<file path="config.mk">
export PLATFORM = sky130hd
export DESIGN_NAME = soft_pwm_slot_table_unit
export DESIGN_NICKNAME = d
export VERILOG_FILES = /design/src/design/spst_pkg.sv /design/src/design/spst_ctrl.sv /design/src/design/spst_datapath.sv /design/src/design/soft_pwm_slot_table_unit.sv
export VERILOG_INCLUDE_DIRS = /design/src /design/src/design
export SDC_FILE = /design/constraint.sdc
export NUM_CORES = 1
export LEC_CHECK = 0
export BUFFER_PORTS_ARGS = -buffer_cell sky130_fd_sc_hd__buf_2
export CORE_MARGIN = 3
export CORE_UTILIZATION = 30
export DETAILED_ROUTE_END_ITERATION = 16
export GPL_TIMING_DRIVEN = 0
export PLACE_DENSITY_LB_ADDON = 0.08
export REMOVE_ABC_BUFFERS = 1
export SETUP_SLACK_MARGIN = 0.2
export SLEW_MARGIN = 20
export SYNTH_ARGS = -nofsm -noshare
export SYNTH_HDL_FRONTEND = slang
export SYNTH_SLANG_ARGS = --single-unit
</file>
<file path="constraint.sdc">
create_clock -name aclk -period 3.9 [get_ports aclk]
set_input_delay 0.78 -clock aclk [delete_from_list [all_inputs] [get_ports aclk]]
set_output_delay 0.78 -clock aclk [all_outputs]
set_load 0.05 [all_outputs]
</file>
<file path="src/design/soft_pwm_slot_table_unit_macros.svh">
// Assertion macros shared by the soft PWM slot table unit.
`ifndef SOFT_PWM_SLOT_TABLE_UNIT_MACROS_SVH
`define SOFT_PWM_SLOT_TABLE_UNIT_MACROS_SVH

`ifndef ASSERT_OFF

// Check that cond_a implies cond_c in the same cycle.
`define SPST_ASSERT_SAME(label, clk, rstn, cond_a, cond_c) \
    label: assert property (@(posedge clk) disable iff (!(rstn)) (cond_a) |-> (cond_c)) \
        else $error("same-cycle check failed");

// Check that cond_a implies cond_c in the next cycle.
`define SPST_ASSERT_NEXT(label, clk, rstn, cond_a, cond_c) \
    label: assert property (@(posedge clk) disable iff (!(rstn)) (cond_a) |=> (cond_c)) \
        else $error("next-cycle check failed");

`else

`define SPST_ASSERT_SAME(label, clk, rstn, cond_a, cond_c)
`define SPST_ASSERT_NEXT(label, clk, rstn, cond_a, cond_c)

`endif

`endif

</file>
<file path="src/design/spst_pkg.sv">
// Shared types, widths and codes of the soft PWM slot table unit.
package spst_pkg;

    localparam int SLOTS_DEFAULT = 16;
    localparam int PIN_W         = 8;
    localparam int DUTY_W        = 8;
    localparam int PHASE_W       = 7;
    localparam int STATUS_W      = 2;
    localparam int SLOT_W        = 4;
    localparam int MASK_W        = 16;

    localparam logic [PHASE_W-1:0] PHASE_MASK = 7'h7F;

    localparam logic OP_SET  = 1'b0;
    localparam logic OP_TICK = 1'b1;

    localparam logic [STATUS_W-1:0] STATUS_UPDATED = 2'd0;
    localparam logic [STATUS_W-1:0] STATUS_NEW     = 2'd1;
    localparam logic [STATUS_W-1:0] STATUS_FULL    = 2'd2;
    localparam logic [STATUS_W-1:0] STATUS_TICK    = 2'd3;

    // Commands from the controller to the datapath.
    typedef struct packed {
        logic capture;
        logic commit;
    } cmd_t;

endpackage

</file>
<file path="src/design/spst_ctrl.sv">
// Controller of the soft PWM slot table unit: handshakes and sequencing.
module spst_ctrl (
    input  logic              aclk,
    input  logic              aresetn,
    input  logic              s_valid,
    output logic              s_ready,
    output logic              m_valid,
    input  logic              m_ready,
    output spst_pkg::cmd_t    cmd
);

    localparam logic S_IDLE = 1'b0;
    localparam logic S_EXEC = 1'b1;

    logic state_reg;
    logic state_next;
    logic m_valid_reg;
    logic m_valid_next;
    logic out_free;

    assign out_free    = !m_valid_reg || m_ready;
    assign s_ready     = (state_reg == S_IDLE);
    assign m_valid     = m_valid_reg;
    assign cmd.capture = s_valid && (state_reg == S_IDLE);
    assign cmd.commit  = (state_reg == S_EXEC) && out_free;

    always_comb begin
        state_next = state_reg;
        case (state_reg)
            S_IDLE: begin
                if (s_valid) begin
                    state_next = S_EXEC;
                end
            end
            S_EXEC: begin
                // Hold until the result register can take the new beat.
                if (out_free) begin
                    state_next = S_IDLE;
                end
            end
            default: begin
                state_next = S_IDLE;
            end
        endcase
    end

    always_comb begin
        m_valid_next = m_valid_reg;
        if (cmd.commit) begin
            m_valid_next = 1'b1;
        end else if (m_ready) begin
            m_valid_next = 1'b0;
        end
    end

    always_ff @(posedge aclk) begin
        if (!aresetn) begin
            state_reg   <= S_IDLE;
            m_valid_reg <= 1'b0;
        end else begin
            state_reg   <= state_next;
            m_valid_reg <= m_valid_next;
        end
    end

endmodule

</file>
<file path="src/design/spst_datapath.sv">
// Datapath of the soft PWM slot table unit: slot lanes, phase and result registers.
module spst_datapath #(
    parameter int SLOTS = spst_pkg::SLOTS_DEFAULT
) (
    input  logic                           aclk,
    input  logic                           aresetn,
    input  spst_pkg::cmd_t                 cmd,
    input  logic                           s_op,
    input  logic [spst_pkg::PIN_W-1:0]     s_pin,
    input  logic [spst_pkg::DUTY_W-1:0]    s_duty_value,
    output logic [spst_pkg::STATUS_W-1:0]  m_status,
    output logic [spst_pkg::SLOT_W-1:0]    m_slot,
    output logic [spst_pkg::MASK_W-1:0]    m_level_mask,
    output logic [spst_pkg::PHASE_W-1:0]   m_phase
);

    localparam int IDX_W  = (SLOTS > 1) ? $clog2(SLOTS) : 1;
    localparam int CNT_W  = $clog2(SLOTS + 1);
    localparam int WIDE_W = (IDX_W > spst_pkg::SLOT_W) ? IDX_W : spst_pkg::SLOT_W;

    // Slot lanes.
    logic [spst_pkg::PIN_W-1:0]   pin_reg  [SLOTS];
    logic [spst_pkg::DUTY_W-1:0]  duty_reg [SLOTS];
    logic [SLOTS-1:0]             level_reg;
    logic [SLOTS-1:0]             level_next;
    logic [CNT_W-1:0]             used_reg;
    logic [CNT_W-1:0]             used_next;
    logic [spst_pkg::PHASE_W-1:0] phase_reg;
    logic [spst_pkg::PHASE_W-1:0] phase_next;

    // Captured item and lookup result.
    logic                         op_reg;
    logic [spst_pkg::PIN_W-1:0]   pin_in_reg;
    logic [spst_pkg::DUTY_W-1:0]  duty_in_reg;
    logic [SLOTS-1:0]             match_reg;
    logic [SLOTS-1:0]             match_next;

    // Result payload.
    logic [spst_pkg::STATUS_W-1:0] status_reg;
    logic [spst_pkg::STATUS_W-1:0] status_next;
    logic [spst_pkg::SLOT_W-1:0]   slot_reg;
    logic [spst_pkg::SLOT_W-1:0]   slot_next;

    logic                         found;
    logic                         full;
    logic [IDX_W-1:0]             hit_idx;
    logic [IDX_W-1:0]             sel_idx;
    logic [WIDE_W-1:0]            sel_wide;
    logic [spst_pkg::DUTY_W:0]    duty_sum;
    logic [spst_pkg::DUTY_W-1:0]  duty_half;
    logic [SLOTS-1:0]             pin_we;
    logic [SLOTS-1:0]             duty_we;

    // Compare the incoming pin against every used lane.
    always_comb begin
        for (int i = 0; i < SLOTS; i++) begin
            match_next[i] = (pin_reg[i] == s_pin) && (CNT_W'(i) < used_reg);
        end
    end

    // Pins in the table are unique, so OR the indexes of the hit lanes.
    always_comb begin
        hit_idx = '0;
        for (int i = 0; i < SLOTS; i++) begin
            if (match_reg[i]) begin
                hit_idx = hit_idx | IDX_W'(i);
            end
        end
    end

    assign found     = |match_reg;
    assign full      = (used_reg == CNT_W'(SLOTS));
    assign duty_sum  = {1'b0, duty_in_reg} + {{spst_pkg::DUTY_W{1'b0}}, 1'b1};
    assign duty_half = duty_sum[spst_pkg::DUTY_W:1];
    assign sel_idx   = found ? hit_idx : used_reg[IDX_W-1:0];
    assign sel_wide  = WIDE_W'(sel_idx);

    always_comb begin
        pin_we      = '0;
        duty_we     = '0;
        level_next  = level_reg;
        used_next   = used_reg;
        phase_next  = phase_reg;
        status_next = spst_pkg::STATUS_TICK;
        slot_next   = '0;
        if (op_reg == spst_pkg::OP_SET) begin
            if (found) begin
                status_next = spst_pkg::STATUS_UPDATED;
                slot_next   = sel_wide[spst_pkg::SLOT_W-1:0];
                duty_we     = match_reg;
            end else if (full) begin
                status_next = spst_pkg::STATUS_FULL;
            end else begin
                status_next = spst_pkg::STATUS_NEW;
                slot_next   = sel_wide[spst_pkg::SLOT_W-1:0];
                for (int i = 0; i < SLOTS; i++) begin
                    if (CNT_W'(i) == used_reg) begin
                        pin_we[i]     = 1'b1;
                        duty_we[i]    = 1'b1;
                        level_next[i] = 1'b0;
                    end
                end
                used_next = used_reg + CNT_W'(1);
            end
        end else if (used_reg != '0) begin
            for (int i = 0; i < SLOTS; i++) begin
                if (CNT_W'(i) < used_reg) begin
                    if (phase_reg == '0) begin
                        level_next[i] = (duty_reg[i] != '0);
                    end else if (duty_reg[i] == {1'b0, phase_reg}) begin
                        level_next[i] = 1'b0;
                    end
                end
            end
            phase_next = (phase_reg + spst_pkg::PHASE_W'(1)) & spst_pkg::PHASE_MASK;
        end
    end

    always_ff @(posedge aclk) begin
        if (!aresetn) begin
            level_reg <= '0;
            used_reg  <= '0;
            phase_reg <= '0;
        end else if (cmd.commit) begin
            level_reg <= level_next;
            used_reg  <= used_next;
            phase_reg <= phase_next;
        end
    end

    always_ff @(posedge aclk) begin
        for (int i = 0; i < SLOTS; i++) begin
            if (cmd.commit && pin_we[i]) begin
                pin_reg[i] <= pin_in_reg;
            end
            if (cmd.commit && duty_we[i]) begin
                duty_reg[i] <= duty_half;
            end
        end
    end

    always_ff @(posedge aclk) begin
        if (cmd.capture) begin
            op_reg      <= s_op;
            pin_in_reg  <= s_pin;
            duty_in_reg <= s_duty_value;
            match_reg   <= match_next;
        end
        if (cmd.commit) begin
            status_reg <= status_next;
            slot_reg   <= slot_next;
        end
    end

    // Slots past the table's end read as low.
    always_comb begin
        m_level_mask = '0;
        for (int i = 0; i < spst_pkg::MASK_W; i++) begin
            if (i < SLOTS) begin
                m_level_mask[i] = level_reg[i];
            end
        end
    end

    assign m_status = status_reg;
    assign m_slot   = slot_reg;
    assign m_phase  = phase_reg;

endmodule

</file>
<file path="src/design/soft_pwm_slot_table_unit.sv">
// Top level of the soft PWM slot table unit.
`include "soft_pwm_slot_table_unit_macros.svh"

// Multi-channel 7-bit soft PWM with a pin-to-slot table of SLOTS entries. A set
// beat (op 0) looks its pin up among the slots in use; a hit rewrites that slot's
// duty, a miss takes the next free slot (its level starts low), and a miss on a
// full table changes nothing and reports status 2. The stored duty is
// (duty_value + 1) / 2, so 255 keeps a slot high for the whole period. A tick beat
// (op 1) does nothing until a slot exists; after that, at phase 0 every used slot
// goes high if its duty is nonzero, at other phases a slot goes low when its duty
// equals the phase, and the 7-bit phase then advances and wraps. Every beat gives
// exactly one result beat with status, slot, the levels of slots 0 to 15 and the
// phase after the beat. On capture the unit compares the pin against all lanes
// in parallel and registers the hit vector; on commit it encodes the hit and
// updates the lanes, the phase and the result register. The unit holds one item
// at a time, so it takes no new beat until the last one is committed; it takes
// the next input beat while a finished result still waits on m_ready, and holds
// that item's update until the result register is free.
module soft_pwm_slot_table_unit #(
    parameter int SLOTS = spst_pkg::SLOTS_DEFAULT
) (
    input  logic                           aclk,
    input  logic                           aresetn,
    input  logic                           s_valid,
    output logic                           s_ready,
    input  logic                           s_op,
    input  logic [spst_pkg::PIN_W-1:0]     s_pin,
    input  logic [spst_pkg::DUTY_W-1:0]    s_duty_value,
    output logic                           m_valid,
    input  logic                           m_ready,
    output logic [spst_pkg::STATUS_W-1:0]  m_status,
    output logic [spst_pkg::SLOT_W-1:0]    m_slot,
    output logic [spst_pkg::MASK_W-1:0]    m_level_mask,
    output logic [spst_pkg::PHASE_W-1:0]   m_phase
);

    spst_pkg::cmd_t cmd;

    // Sequence beats: capture, then commit once the result register is free.
    spst_ctrl u_ctrl (
        .aclk    (aclk),
        .aresetn (aresetn),
        .s_valid (s_valid),
        .s_ready (s_ready),
        .m_valid (m_valid),
        .m_ready (m_ready),
        .cmd     (cmd)
    );

    // Hold the slot lanes, the phase counter and the result payload.
    spst_datapath #(
        .SLOTS (SLOTS)
    ) u_datapath (
        .aclk         (aclk),
        .aresetn      (aresetn),
        .cmd          (cmd),
        .s_op         (s_op),
        .s_pin        (s_pin),
        .s_duty_value (s_duty_value),
        .m_status     (m_status),
        .m_slot       (m_slot),
        .m_level_mask (m_level_mask),
        .m_phase      (m_phase)
    );

    // One item in flight: an accepted beat drops ready for the next cycle.
    `SPST_ASSERT_NEXT(a_one_in_flight, aclk, aresetn, s_valid && s_ready, !s_ready)
    // A commit always presents a result beat.
    `SPST_ASSERT_NEXT(a_commit_shows_result, aclk, aresetn, cmd.commit, m_valid)
    // Never overwrite a result that is still stalled.
    `SPST_ASSERT_SAME(a_no_overwrite, aclk, aresetn, m_valid && !m_ready, !cmd.commit)
    // Capture and commit never coincide.
    `SPST_ASSERT_SAME(a_capture_commit_apart, aclk, aresetn, cmd.capture, !cmd.commit)

endmodule
</file>
==> out/qor.yml <==
run_status:
  run_status: "completed"
timing:
  fmax_mhz: 279
  final-setup-viol-count: 0
  hold-worst-slack_ns: 0.400
  timing.final.crit_period_ns: 3.59
  final.setup_skew_ns: 0.0304
  fin_crit_sh: 0.920
  worst-slew-pin-transition_ns: 1.08
  final_hold_viol_count: 0
  grt_setup_unrepaired: "yes"
  worst_slew_margin_rel: 0.281
  timing_max_transition_violations_final: 0
cts:
  clk_root_buffer_cell: "clkbuf_16"
  clock_tree.htree_level_count: 2
  cts_max_path_buffers: 3
  cts_tree: "done"
  hold_buffers: 0
  clk_latency_ns: 0.56
  cts_num_sinks: 325
  clk_pin_slew_worst_paths_ns: 0.06
  tritoncts.num_buffers: 39
yosys:
  netlist.area_leader.share: 0.615
  postSynthAreaPerCell_um2: 13.9
  yosys_register_bits: 325
  most_frequently_used_flop_master_after_synthesis: "edfxtp_1"
  yosysSeqAreaShare: 0.656
  synthTopCellsByCount: "edfxtp_1, xnor2_1, xor2_1, nor4_1, nand2_1"
  yosys.cell_types.count: 63
  synth_warnings: 0
  async_flop_share: 0
  synthCells: 1036
  edff_count_synth: 295
  synth_most_common_cell: "edfxtp_1"
  area_contributors_post_synth: "edfxtp_1, xnor2_1, xor2_1"
  synth_top_cell_by_area: "edfxtp_1"
  post_synth_instance_area_um2: 14400
floorplanning:
  fp.dieW_um: 225
  chipHeight_um: 225
  initial_core_util: 0.306
  floorplan.rows: 79
  die_outline_area_um2: 50700
  io-pin-count: 52
  core_region_area_um2: 47100
detailed_routing:
  vias_per_cell: 4.91
  detail_route.iter0.violations: 488
  detail-route-antenna-nets: 0
  route.layer.met1.wl_um: 20300
  route.met3.wl_um: 1480
  vias: 8514
  routed-wl-met2_um: 18800
  dr.pass1.iters: 4
  drc: 0
  topRoutingLayerUsed: "met4"
  routed_wire_length_per_instance_um: 24.0
  detailed_route_wire_length_um: 41700
placed_design:
  globalplace.congestion: 0.788
  half_perimeter_wire_length_after_detailed_placement_um: 27000
  count_of_port_buffers_added_during_placement: 51
  detailed_place.area_um2: 15600
finish:
  antenna-diode-count: 0
  area_delta_synth_final_pct: 17.0
  drive_above_1_share: 0.151
  final_core_util: 0.358
  final_design_area_no_fill_um2: 16900
  num-nets-final: 1124
pwr:
  switchingPower_w: 0.00174
  power_density_normalized_to_cell_area_nw_per_um2: 455
  relative_contribution_of_the_clock_network_to_total_power: 0.438
  power_report.internal_total_w: 0.00593
  comb_power_share: 0.047
  power.ir.vdd_worst_uv: 275
  p_leak_nw: 5.63
  power_frac_seq: 0.515
  switching_share: 0.227
critical_path:
  critPathArrivalTime_ns: 3.79
  reg2regPathDepth: 6
  critical_path.max_stage_delay_ns: 0.67
  end_kind: "register"
  crit_path_start_kind: "register"
  timing.critical_path.depth: 6
  path_class: "register to register"
  cp_cell_sequence: "nor4_4 -> nand4_1 -> nor3_4 -> nand2_1 -> nor2_2 -> a21o_1"
  critical_path_peak_fanout: 13
  timing.critical_path.slowest_stage_cell: "nand4_1"
  largest_delay_share_family_worst_path: "simple AND/OR/NAND/NOR gates"
  reg2reg_from: "u_datapath.match_reg[5]$_DFFE_PP_"
  setup.worst_path.start: "u_datapath.match_reg[5]$_DFFE_PP_"
  r2r_setup_slack_ns: 0.31
  cp_data_required_time_ns: 4.10
  worst-path-buf-inv: 0
worst_hold_path:
  hold_path.class: "primary input to register"
  whs_path_depth: 1
  holdCritStartpoint: "s_duty_value[7]"
global_routing:
  gr-usage-all-layers: 0.166
  first_pass_grt_wire_length_um: 60700
  grt_start_max_net_pins: 32
  grt_antenna_before_repair: 1
  grt_pass1_vias: 8745
  global_route.overflow_total: 0
flow_run:
  max_cap_viol_count: 0
==> metal layers <==
metal  global-route usage  vias up
li1                     -     3973
met1                0.235     4310
met2                0.262      166
met3               0.0317       65
met4               0.0476        0
met5                    0        -
==> worst reg2reg max path: stages, from the launching register on <==
cell      delay, ns
edfxtp_1       0.49
nor4_4         0.46
nand4_1        0.67
nor3_4         0.55
nand2_1        0.16
nor2_2         0.49
a21o_1         0.41
==> logic make-up (layout without fill, tap and decap cells) <==
kind of cell	Yosys count	in the layout	share of synthesized area
DFF	325	325	0.656
muxes	7	7	0.00486
buffers and inverters	62	152	0.0191
and+or+nand+nor	288	288	0.111
AOI/OAI and AO/OA	91	91	0.0475
adders and majority gates	6	6	0.00521
xor gates and xnor gates	257	257	0.156
==> power groups by stage <==
stage | clock network, W | logic [W] | registers [W]
after global routing | 0.00362 | 0.000389 | 0.00396
after CTS | 0.00347 | 0.000368 | 0.00396
after global placement | 0 | 0.000321 | 0.00404
after floorplan | 0 | 0.000151 | 0.00401
after detailed placement | 0 | 0.000363 | 0.00403
final | 0.00336 | 0.000359 | 0.00395
==> cell usage in the layout, fill, tap and decap left out, types with 8 or more instances in the layout <==
cell type and count:
and2_1 9, xor2_1 126, nor2_1 23, xnor2_1 125, nor3_1 20, a21o_1 11, edfxtp_1 295, clkbuf_16 39
nand2_1 70, clkinv_1 12, nand3_1 16, buf_2 53, a21oi_1 19, nor4_1 76, dfxtp_1 20, inv_1 8
dfxtp_2 10, nand4_1 31, o21a_1 9
==> worst paths after layout <==
check,to
max,u_datapath.duty_reg[1][9]$_DFFE_PP_
min reg2reg,u_datapath.m_level_mask[4]$_SDFFE_PN0P_
min,u_datapath.duty_in_reg[7]$_DFFE_PP_
max reg2reg,u_datapath.duty_reg[1][9]$_DFFE_PP_
==> final cells by class <==
| type | count | area [um2] |
|---|---|---|
| Inverter | 8 | 30.0 |
| Clock inverter | 22 | 129 |
| Timing Repair Buffer | 74 | 618 |
| Sequential cell | 325 | 9470 |
| Multi-Input combinational cell | 649 | 4820 |
| Fill cell | 4558 | 30200 |
| Tap cell | 607 | 759 |
| Clock buffer | 48 | 1030 |
==> through the flow <==
stage          setup TNS, ns  setup slack (ns)  total power, W  instances
2_1_floorplan              0             0.682         0.00416        982
3_3_place_gp          -39.88            -0.842         0.00436       1640
3_5_place_dp           -3.01            -0.113         0.00440       1661
4_1_cts              -0.0702          -0.00909         0.00780       1732
5_1_grt                    0             0.140         0.00797       1733
6_report                   0             0.311         0.00767       1733
==> timing repair <==
| item | 4_1_cts | 5_1_grt |
|---|---|---|
| endpoints found under the setup margin | 40 | 64 |
| buffers inserted | 1 | 1 |
| pin swaps | 0 | 1 |
| resized for setup | 3 | 8 |
Note: power is estimated with default switching activity, not from simulation.
